`config.mk`:
```
export PLATFORM = sky130hd
export DESIGN_NAME = sorted_key_ring_neighbors
export DESIGN_NICKNAME = d
export VERILOG_FILES = /design/src/sv/skrn_pkg.sv /design/src/sv/sorted_key_ring_neighbors.sv
export SDC_FILE = /design/constraint.sdc
export NUM_CORES = 2
export LEC_CHECK = 0
export BUFFER_PORTS_ARGS = -buffer_cell sky130_fd_sc_hd__buf_2
export CORE_ASPECT_RATIO = 1.4
export CORE_UTILIZATION = 57
export DETAILED_ROUTE_END_ITERATION = 7
export PLACE_DENSITY_LB_ADDON = 0.15
export SLEW_MARGIN = 10
export SYNTH_ARGS = -nofsm -noshare
export SYNTH_HDL_FRONTEND = slang
export SYNTH_SLANG_ARGS = --single-unit
```
`constraint.sdc`:
```
create_clock -name clk -period 4.9 [get_ports clk]
set_clock_uncertainty 0.1 [all_clocks]
set_input_delay 0.49 -clock clk [delete_from_list [all_inputs] [get_ports clk]]
set_output_delay 0.49 -clock clk [all_outputs]
set_load 0.005 [all_outputs]
```
`src/sv/skrn_pkg.sv`:
```
// ----------------------------------------------------------------------------
// skrn_pkg: shared types and constants for the sorted key ring
// Sizes of the entry table, transaction payload structs, action and status
// codes.
// ----------------------------------------------------------------------------
package skrn_pkg;

	// Table sizing
	localparam int CAPACITY = 64;
	localparam int KEY_BITS = 16;
	localparam int IDX_W    = $clog2(CAPACITY);
	localparam int CNT_W    = $clog2(CAPACITY + 1);

	// Payload field widths
	localparam int ACT_W   = 3;
	localparam int KEY_W   = 16;
	localparam int HDL_W   = 16;
	localparam int STAT_W  = 2;
	localparam int TOTAL_W = 7;

	// Action codes
	localparam logic [ACT_W-1:0] ACT_INSERT = 3'd0;
	localparam logic [ACT_W-1:0] ACT_DELETE = 3'd1;
	localparam logic [ACT_W-1:0] ACT_NEIGH  = 3'd2;
	localparam logic [ACT_W-1:0] ACT_SET    = 3'd3;
	localparam logic [ACT_W-1:0] ACT_GET    = 3'd4;
	localparam logic [ACT_W-1:0] ACT_KEYOF  = 3'd5;

	// Status codes
	localparam logic [STAT_W-1:0] ST_OK      = 2'd0;
	localparam logic [STAT_W-1:0] ST_MISSING = 2'd1;
	localparam logic [STAT_W-1:0] ST_FULL    = 2'd2;
	localparam logic [STAT_W-1:0] ST_EMPTY   = 2'd3;

	// Handle value meaning "none"
	localparam logic [HDL_W-1:0] NO_HANDLE = 16'hFFFF;

	typedef struct packed {
		logic [ACT_W-1:0]        action;
		logic [KEY_W-1:0]        key;
		logic signed [HDL_W-1:0] handle;
	} cmd_t;

	typedef struct packed {
		logic [STAT_W-1:0]       status;
		logic [KEY_W-1:0]        left_key;
		logic [KEY_W-1:0]        right_key;
		logic [KEY_W-1:0]        found_key;
		logic signed [HDL_W-1:0] found_handle;
		logic [TOTAL_W-1:0]      entry_total;
	} res_t;

endpackage

```
`src/sv/sorted_key_ring_neighbors.sv`:
```
// ----------------------------------------------------------------------------
// sorted_key_ring_neighbors: bounded ascending ring of keys with handles
// Usage: a command transaction (cmd, cmd_valid/cmd_stall) carries an action,
// a key and a handle; each command yields exactly one result transaction
// (res, res_valid/res_stall) with a status, neighbor keys, lookup fields and
// the entry count after the action. Entries live in two single-port-read
// tables (keys, handles) swept one entry per cycle by a small sequencer
// around one compare unit. cmd_stall is high from acceptance until the
// result is loaded into the output register, so one command is worked on
// at a time; the next command may be accepted while the result waits.
// Actions with no sweep (full, empty, undefined) go straight to the
// response state; insert and the other actions sweep the tables, one
// entry per table read, so their work grows with the entry count.
// Neighbor queries add table reads for the successor and the top entry.
// Reset clears the entry count and all handshake state; the tables need no
// clearing since only entries below the count are read. While res_stall is
// high with a result held, that result holds and a finished command waits in its final state.
// ----------------------------------------------------------------------------
module sorted_key_ring_neighbors (
	input  logic            clk,
	input  logic            arst_n,
	input  logic            cmd_valid,
	output logic            cmd_stall,
	input  skrn_pkg::cmd_t  cmd,
	output logic            res_valid,
	input  logic            res_stall,
	output skrn_pkg::res_t  res
);
	import skrn_pkg::*;

	// Sequencer state codes
	localparam logic [2:0] S_IDLE = 3'd0;
	localparam logic [2:0] S_DOWN = 3'd1;
	localparam logic [2:0] S_PUT  = 3'd2;
	localparam logic [2:0] S_UP   = 3'd3;
	localparam logic [2:0] S_NRD  = 3'd4;
	localparam logic [2:0] S_NRW  = 3'd5;
	localparam logic [2:0] S_NLW  = 3'd6;
	localparam logic [2:0] S_RESP = 3'd7;

	// Entry tables
	logic [KEY_BITS-1:0] key_mem_q [CAPACITY];
	logic [HDL_W-1:0]    hdl_mem_q [CAPACITY];
	logic [KEY_BITS-1:0] key_rd_q;
	logic [HDL_W-1:0]    hdl_rd_q;

	// Control state
	logic [2:0]       state_q, state_d;
	logic [CNT_W-1:0] cnt_q, cnt_d;
	logic [CNT_W-1:0] ptr_q, ptr_d;
	logic             more_q, more_d;
	logic             pend_q, pend_d;
	logic             hit_q, hit_d;
	logic             res_vld_q;

	// Working payload
	logic [ACT_W-1:0]    act_q, act_d;
	logic [KEY_BITS-1:0] key_q, key_d;
	logic [HDL_W-1:0]    hdl_q, hdl_d;
	logic [IDX_W-1:0]    pidx_q, pidx_d;
	logic [IDX_W-1:0]    pos_q, pos_d;
	logic [KEY_BITS-1:0] prev_key_q, prev_key_d;
	logic [STAT_W-1:0]   st_q, st_d;
	logic [KEY_BITS-1:0] left_q, left_d;
	logic [KEY_BITS-1:0] right_q, right_d;
	logic [KEY_BITS-1:0] fkey_q, fkey_d;
	logic [HDL_W-1:0]    fhdl_q, fhdl_d;
	res_t                res_q;

	// Table port controls
	logic [IDX_W-1:0]    rd_addr;
	logic [IDX_W-1:0]    wr_addr;
	logic                wr_key_en;
	logic                wr_hdl_en;
	logic [KEY_BITS-1:0] wr_key_d;
	logic [HDL_W-1:0]    wr_hdl_d;

	// Shared compare results
	logic match;
	logic last;
	logic pos_last;
	logic load_res;

	assign match    = (act_q == ACT_KEYOF) ? (hdl_rd_q == hdl_q) : (key_rd_q == key_q);
	assign last     = (CNT_W'(pidx_q) + CNT_W'(1)) == cnt_q;
	assign pos_last = (CNT_W'(pos_q) + CNT_W'(1)) == cnt_q;
	assign load_res = (state_q == S_RESP) && (!res_vld_q || !res_stall);

	assign cmd_stall = (state_q != S_IDLE);
	assign res_valid = res_vld_q;
	assign res       = res_q;

	// Sequencer: sweep the tables one entry per cycle
	always_comb begin
		state_d    = state_q;
		cnt_d      = cnt_q;
		ptr_d      = ptr_q;
		more_d     = more_q;
		pend_d     = pend_q;
		hit_d      = hit_q;
		act_d      = act_q;
		key_d      = key_q;
		hdl_d      = hdl_q;
		pidx_d     = pidx_q;
		pos_d      = pos_q;
		prev_key_d = prev_key_q;
		st_d       = st_q;
		left_d     = left_q;
		right_d    = right_q;
		fkey_d     = fkey_q;
		fhdl_d     = fhdl_q;
		rd_addr    = ptr_q[IDX_W-1:0];
		wr_addr    = '0;
		wr_key_en  = 1'b0;
		wr_hdl_en  = 1'b0;
		wr_key_d   = key_rd_q;
		wr_hdl_d   = hdl_rd_q;

		unique case (state_q)
			S_IDLE: begin
				if (cmd_valid) begin
					act_d   = cmd.action;
					key_d   = cmd.key[KEY_BITS-1:0];
					hdl_d   = cmd.handle;
					st_d    = ST_OK;
					left_d  = '0;
					right_d = '0;
					fkey_d  = '0;
					fhdl_d  = NO_HANDLE;
					hit_d   = 1'b0;
					pend_d  = 1'b0;
					if (cmd.action == ACT_INSERT) begin
						if (cnt_q == CNT_W'(CAPACITY)) begin
							st_d    = ST_FULL;
							state_d = S_RESP;
						end else if (cnt_q == '0) begin
							state_d = S_PUT;
						end else begin
							ptr_d   = cnt_q - CNT_W'(1);
							more_d  = 1'b1;
							state_d = S_DOWN;
						end
					end else if (cmd.action > ACT_KEYOF) begin
						state_d = S_RESP;
					end else if (cnt_q == '0) begin
						st_d    = ST_EMPTY;
						state_d = S_RESP;
					end else begin
						ptr_d   = '0;
						more_d  = 1'b1;
						state_d = S_UP;
					end
				end
			end

			// Insert: walk down from the top, moving larger or equal keys up
			S_DOWN: begin
				if (more_q) begin
					pend_d = 1'b1;
					pidx_d = ptr_q[IDX_W-1:0];
					ptr_d  = ptr_q - CNT_W'(1);
					more_d = (ptr_q != '0);
				end else begin
					pend_d = 1'b0;
				end
				if (pend_q) begin
					wr_addr   = pidx_q + IDX_W'(1);
					wr_key_en = 1'b1;
					wr_hdl_en = 1'b1;
					if (key_rd_q >= key_q) begin
						if (pidx_q == '0) begin
							state_d = S_PUT;
						end
					end else begin
						wr_key_d = key_q;
						wr_hdl_d = NO_HANDLE;
						cnt_d    = cnt_q + CNT_W'(1);
						state_d  = S_RESP;
					end
				end
			end

			// Insert at the bottom of the table
			S_PUT: begin
				wr_addr   = '0;
				wr_key_en = 1'b1;
				wr_hdl_en = 1'b1;
				wr_key_d  = key_q;
				wr_hdl_d  = NO_HANDLE;
				cnt_d     = cnt_q + CNT_W'(1);
				state_d   = S_RESP;
			end

			// Lookup sweep upward; after a delete hit, shift entries down
			S_UP: begin
				if (more_q) begin
					pend_d = 1'b1;
					pidx_d = ptr_q[IDX_W-1:0];
					ptr_d  = ptr_q + CNT_W'(1);
					more_d = (ptr_q + CNT_W'(1)) < cnt_q;
				end else begin
					pend_d = 1'b0;
				end
				if (pend_q) begin
					prev_key_d = key_rd_q;
					if (hit_q) begin
						wr_addr   = pidx_q - IDX_W'(1);
						wr_key_en = 1'b1;
						wr_hdl_en = 1'b1;
						if (last) begin
							cnt_d   = cnt_q - CNT_W'(1);
							state_d = S_RESP;
						end
					end else if (match) begin
						pos_d = pidx_q;
						unique case (act_q)
							ACT_DELETE: begin
								hit_d = 1'b1;
								if (last) begin
									cnt_d   = cnt_q - CNT_W'(1);
									state_d = S_RESP;
								end
							end
							ACT_NEIGH: begin
								if (cnt_q == CNT_W'(1)) begin
									state_d = S_RESP;
								end else begin
									if (pidx_q != '0) begin
										left_d = prev_key_q;
									end
									state_d = S_NRD;
								end
							end
							ACT_SET: begin
								wr_addr   = pidx_q;
								wr_hdl_en = 1'b1;
								wr_hdl_d  = hdl_q;
								state_d   = S_RESP;
							end
							ACT_GET: begin
								fhdl_d  = hdl_rd_q;
								state_d = S_RESP;
							end
							ACT_KEYOF: begin
								fkey_d  = key_rd_q;
								state_d = S_RESP;
							end
							default: begin
								state_d = S_RESP;
							end
						endcase
					end else if (last) begin
						st_d    = ST_MISSING;
						state_d = S_RESP;
					end
				end
			end

			// Neighbors: fetch the successor, wrapping to the bottom
			S_NRD: begin
				rd_addr = pos_last ? '0 : (pos_q + IDX_W'(1));
				state_d = S_NRW;
			end

			// Take the successor; fetch the top entry when the hit was the bottom
			S_NRW: begin
				right_d = key_rd_q;
				rd_addr = IDX_W'(cnt_q - CNT_W'(1));
				state_d = (pos_q == '0) ? S_NLW : S_RESP;
			end

			S_NLW: begin
				left_d  = key_rd_q;
				state_d = S_RESP;
			end

			// Hold until the output register is free
			S_RESP: begin
				if (!res_vld_q || !res_stall) begin
					state_d = S_IDLE;
				end
			end

			default: begin
				state_d = S_IDLE;
			end
		endcase
	end

	// Table write and registered read
	always_ff @(posedge clk) begin
		if (wr_key_en) begin
			key_mem_q[wr_addr] <= wr_key_d;
		end
		if (wr_hdl_en) begin
			hdl_mem_q[wr_addr] <= wr_hdl_d;
		end
		key_rd_q <= key_mem_q[rd_addr];
		hdl_rd_q <= hdl_mem_q[rd_addr];
	end

	// Control registers
	always_ff @(posedge clk or negedge arst_n) begin
		if (!arst_n) begin
			state_q   <= S_IDLE;
			cnt_q     <= '0;
			more_q    <= 1'b0;
			pend_q    <= 1'b0;
			hit_q     <= 1'b0;
			res_vld_q <= 1'b0;
		end else begin
			state_q <= state_d;
			cnt_q   <= cnt_d;
			more_q  <= more_d;
			pend_q  <= pend_d;
			hit_q   <= hit_d;
			if (load_res) begin
				res_vld_q <= 1'b1;
			end else if (!res_stall) begin
				res_vld_q <= 1'b0;
			end
		end
	end

	// Working payload and result transaction
	always_ff @(posedge clk) begin
		ptr_q      <= ptr_d;
		act_q      <= act_d;
		key_q      <= key_d;
		hdl_q      <= hdl_d;
		pidx_q     <= pidx_d;
		pos_q      <= pos_d;
		prev_key_q <= prev_key_d;
		st_q       <= st_d;
		left_q     <= left_d;
		right_q    <= right_d;
		fkey_q     <= fkey_d;
		fhdl_q     <= fhdl_d;
		if (load_res) begin
			res_q.status       <= st_q;
			res_q.left_key     <= KEY_W'(left_q);
			res_q.right_key    <= KEY_W'(right_q);
			res_q.found_key    <= KEY_W'(fkey_q);
			res_q.found_handle <= fhdl_q;
			res_q.entry_total  <= TOTAL_W'(cnt_q);
		end
	end

`ifndef SYNTHESIS
	// Entry count stays within the table
	a_cnt_bound: assert property (@(posedge clk) disable iff (!arst_n)
		cnt_q <= CNT_W'(CAPACITY))
		else $error("entry count exceeds capacity");

	// An accepted command always starts work
	a_accept_busy: assert property (@(posedge clk) disable iff (!arst_n)
		(cmd_valid && !cmd_stall) |=> (state_q != S_IDLE))
		else $error("accepted command did not leave idle");

	// A result is only presented after the sequencer finished
	a_res_from_resp: assert property (@(posedge clk) disable iff (!arst_n)
		$rose(res_vld_q) |-> ($past(state_q) == S_RESP))
		else $error("result raised outside the response state");

	// The entry count only moves on the way to a response
	a_cnt_change: assert property (@(posedge clk) disable iff (!arst_n)
		!$stable(cnt_q) |-> (state_q == S_RESP))
		else $error("entry count changed mid-sweep");
`endif

endmodule
```
==> results summary <==
In this run the count of I/O pins placed on the die edge is 114. The headroom to the max-slew limit came out at 15.0%. At the pin with the least slew margin, the transition time is 1.28 ns. The buffers inserted during post-CTS setup optimization is 0.

The total clock buffers created by CTS came out at 206. The total wire length is 262000 um. The number of failing setup endpoints in the final timing report is 0.

The area used by sequential logic in the layout came out at 68800 um^2. Across the run, the number of max-cap violations was 0. The flop and latch count out of synthesis came out at 2303. Detailed placement finished with a half-perimeter wire length of 166000 um.

The number of DRC violations after detailed routing is 0. The count of different cell masters after synthesis is 85. Relative to the synthesized area, the layout overhead comes to 13.8%. Data on the critical path is required at its endpoint by 5.49 ns. The number of pins exceeding their max-slew limit in the final report is 0.

Along the worst path, the maximum fanout reaches 11. In this run the most critical hold path is launched from cmd[15]. The register clock-pin slew on the reported worst setup and hold paths is 0.07 ns. Cells fill 65.3% of the core in the end.

The detailed router finished its first iteration with 6913 violations. The combined area of all synthesized cells is 93100 um^2. STA classifies the critical path startpoint as a flop. TritonCTS built the clock tree. The H-tree depth is 4. Across the VDD grid, the largest voltage drop is 384 uV. The fmax is 210 MHz.

The number of synthesized flops with an enable pin came out at 2257. The horizontal extent of the die is 344 um. The largest net degree at the start of global routing came out at 91.

The data arrival time of the critical path came out at 5.35 ns. The final non-filler cell total came out at 9372. The number of inserted filler cells in the final layout is 11480. The global router's overall resource usage came out at 31.8%. The multi-input gate area in the final layout came out at 22400 um^2. The latest clock arrival within the worst-skew pair is 0.86 ns.

The CTS sink count came out at 2303. The via count came out at 58453. The remaining antenna violation count after routing is 0. The total number of yosys warnings is 0. The post-route netlist has 13.2% of its cells at a drive strength greater than 1. After layout, the worst path uses 97.1% of the clock period.

The net count of the finished layout is 7142. The worst-case hold slack is 0.271 ns. The count of placed standard cells including taps is 8947.

The die is 480 um tall. Each instance of the synthesized netlist takes up on average 13.9 um^2. The static leakage is 37.6 nW. The die area is 165000 um^2. The area share of the largest cell type after synthesis is 72.8%.

The initial antenna violation count came out at 4. Synthesis produced a netlist with a net count of 6786. edfxtp_1 takes more of the synthesized area than any other cell. Dividing the detail-routed via count by the number of cells gives 6.24.

In this run the power density over the cells is 371 nW/um^2. For this run, asynchronously set or reset flops after synthesis account for 0.608%. The wire length of the first global-routing pass is 380000 um. For this run, the leading register cell type out of synthesis is edfxtp_1. In this run the worst hold path is classified as in -> reg. The run finished with clean final reports. The cell count after synthesis came out at 6714. The startpoint identified for the worst register-to-register timing path is pos_q[0]$_DFFE_PP_. Yosys attributes the largest share of cell area to edfxtp_1, nand2_1, mux2i_1.

The type of element capturing the critical path is a flop. Setup repair after global routing left no endpoint under its margin. The sequential area share after synthesis is 73.9%. The number of global-route vias before repair came out at 57087. The worst setup path is of the reg -> reg kind. The weighted congestion at the end of routability-driven global placement is 0.980.

The maximum count of clock buffers along a single path came out at 3. The initial utilization of the core area, before any placement, comes to 57.4%. The most critical setup path has its startpoint at pos_q[0]$_DFFE_PP_.

Summed over all layers, the global routing overflow is 0. The number of buffers inserted by port buffering is 113. The hold violation total from the final report came to 0. The site row count came out at 175. The root buffer cell is clkbuf_16.

The post-detailed-route wirelength per cell came out at 28.0 um. The minimum clock period is 4.76 ns. The total iterations of the first detailed-routing run came out at 8.

The core outline area is 162000 um^2.
-- cell usage after synthesis (10+ instances only) --
cell type / instances
nand4_1: 11
mux2_2: 40
buf_6: 15
dfxtp_1: 32
and2_1: 20
o221ai_1: 11
buf_4: 18
o31ai_1: 24
nor4_1: 32
o22ai_1: 20
edfxtp_1: 2257
nand2b_1: 11
o2111ai_1: 24
and3_1: 34
a32o_1: 39
xnor2_1: 32
dfrtp_1: 14
or4_1: 10
nor2_1: 190
xor2_1: 19
or3_1: 29
nand3_1: 875
o211ai_1: 49
a31oi_1: 11
a32oi_1: 26
nand2_1: 1447
a22o_1: 16
a22oi_1: 19
clkbuf_1: 225
o32a_1: 11
a21oi_1: 216
a21o_1: 12
inv_1: 59
or2_2: 15
buf_1: 39
mux2i_1: 467
buf_2: 126
o21ai_0: 50
nor3_1: 34
ha_1: 33
-- power by group --
| part | internal (W) | switching, W | leakage, nW |
|---|---|---|---|
| Combinational | 0.000379 | 0.000665 | 13.5 |
| Clock | 0.00960 | 0.00717 | 3.39 |
| Sequential | 0.0214 | 0.0000836 | 20.7 |
| Total | 0.0314 | 0.00791 | 37.6 |
-- logic make-up after synthesis --
logic type      count (synthesis)  synth area share, %
fa+ha+maj                      33                0.444
buf+inv                       486                 2.35
simple gates                 2722                 12.7
xor+xnor                       53                0.521
flops                        2303                 73.9
compound gates                610                 4.61
mux                           507                 5.50
-- per-stage QoR --
step | power (W) | TNS [ns] | setup WS, ns | area [um^2]
after floorplan | 0.0225 | -249.82 | -0.309 | 93100
after global placement | 0.0229 | 0 | 0.137 | 98500
after detailed placement | 0.0229 | 0 | 0.0329 | 98500
after CTS | 0.0394 | 0 | 0.00162 | 106000
after global routing | 0.0402 | 0 | 0.0113 | 106000
final | 0.0393 | 0 | 0.143 | 106000
-- state kept, by name (all words and copies together) (netlist names), 3 cells and up --
signal and flops:
hdl_mem_q 1024, key_mem_q 1024, res 73, fhdl_q 16, fkey_q 16, hdl_q 16, hdl_rd_q 16, key_q 16
key_rd_q 16, left_q 16, prev_key_q 16, right_q 16, cnt_q 7, ptr_q 7, pidx_q 6, pos_q 6
act_q 3, state_q 3
-- critical path: stages (launching register included) --
cell and delay [ns]:
edfxtp_1 0.45, ha_1 0.33, xor2_2 0.33, o21ai_2 0.14, a2111oi_4 0.40, nand4_2 0.36
a21o_1 0.39, nand2_1 0.79, buf_4 0.34, a21oi_1 0.09, o31ai_1 0.36, a32o_1 0.53
-- worst paths after layout --
check | endpoint | slack, ns | cells past startpoint
max reg2reg | key_rd_q[9]$_DFF_P_ | 0.14 | 11
min reg2reg | res[17]$_DFFE_PP_ | 0.32 | 0
min in group asynchronous | hit_q$_DFFE_PN0P_ | 0.77 | 3
max in group asynchronous | cnt_q[3]$_DFFE_PN0P_ | 3.42 | 3
min | hdl_q[15]$_DFFE_PP_ | 0.27 | 2
max | key_rd_q[9]$_DFF_P_ | 0.14 | 11
-- what timing repair did --
item / 4_1_cts / 5_1_grt
endpoints found under the hold margin: 54 / 0
endpoints found under the setup margin: 0 / 1
resized for setup: 0 / 1
hold buffers: 39 / 0
-- cell type report --
cell class,count,share of cell area (%)
repair buffers,573,4.55
diodes,3,0.00709
flip-flops and latches,2303,64.9
clock buffers,262,5.23
inverters,61,0.216
clock inverters,121,1.40
well taps,2124,2.51
multi-input cells,3925,21.2
-- cells in the final DEF, fill, tap and decap left out, types with 15 or more instances in the layout --
cell,instances
edfxtp_1,2257
nand2_1,1447
nand3_1,875
mux2i_1,467
buf_4,365
clkbuf_16,210
a21oi_1,199
nor2_1,186
buf_2,113
inv_1,59
buf_12,56
o211ai_1,49
o21ai_0,48
clkbuf_1,43
mux2_2,39
a32o_1,39
dlygate4sd3_1,39
and3_1,34
ha_1,33
clkinv_2,33
xnor2_1,32
dfxtp_1,32
nor3_1,31
clkinv_1,31
nor4_1,30
bufinv_16,30
or3_1,29
a32oi_1,26
o31ai_1,24
o2111ai_1,24
and2_1,20
o22ai_1,20
a22oi_1,19
xor2_1,19
a21oi_4,17
a22o_1,16
clkinvlp_4,16
or2_2,15
-- per-layer routing --
layer	wire [um]	GRT usage, %	vias up
li1	-	-	25651
met1	96400	40.2	29164
met2	129000	52.8	3007
met3	22700	5.68	629
met4	14400	15.9	2
met5	11	0	-
Power figures use the tool's default switching activity.
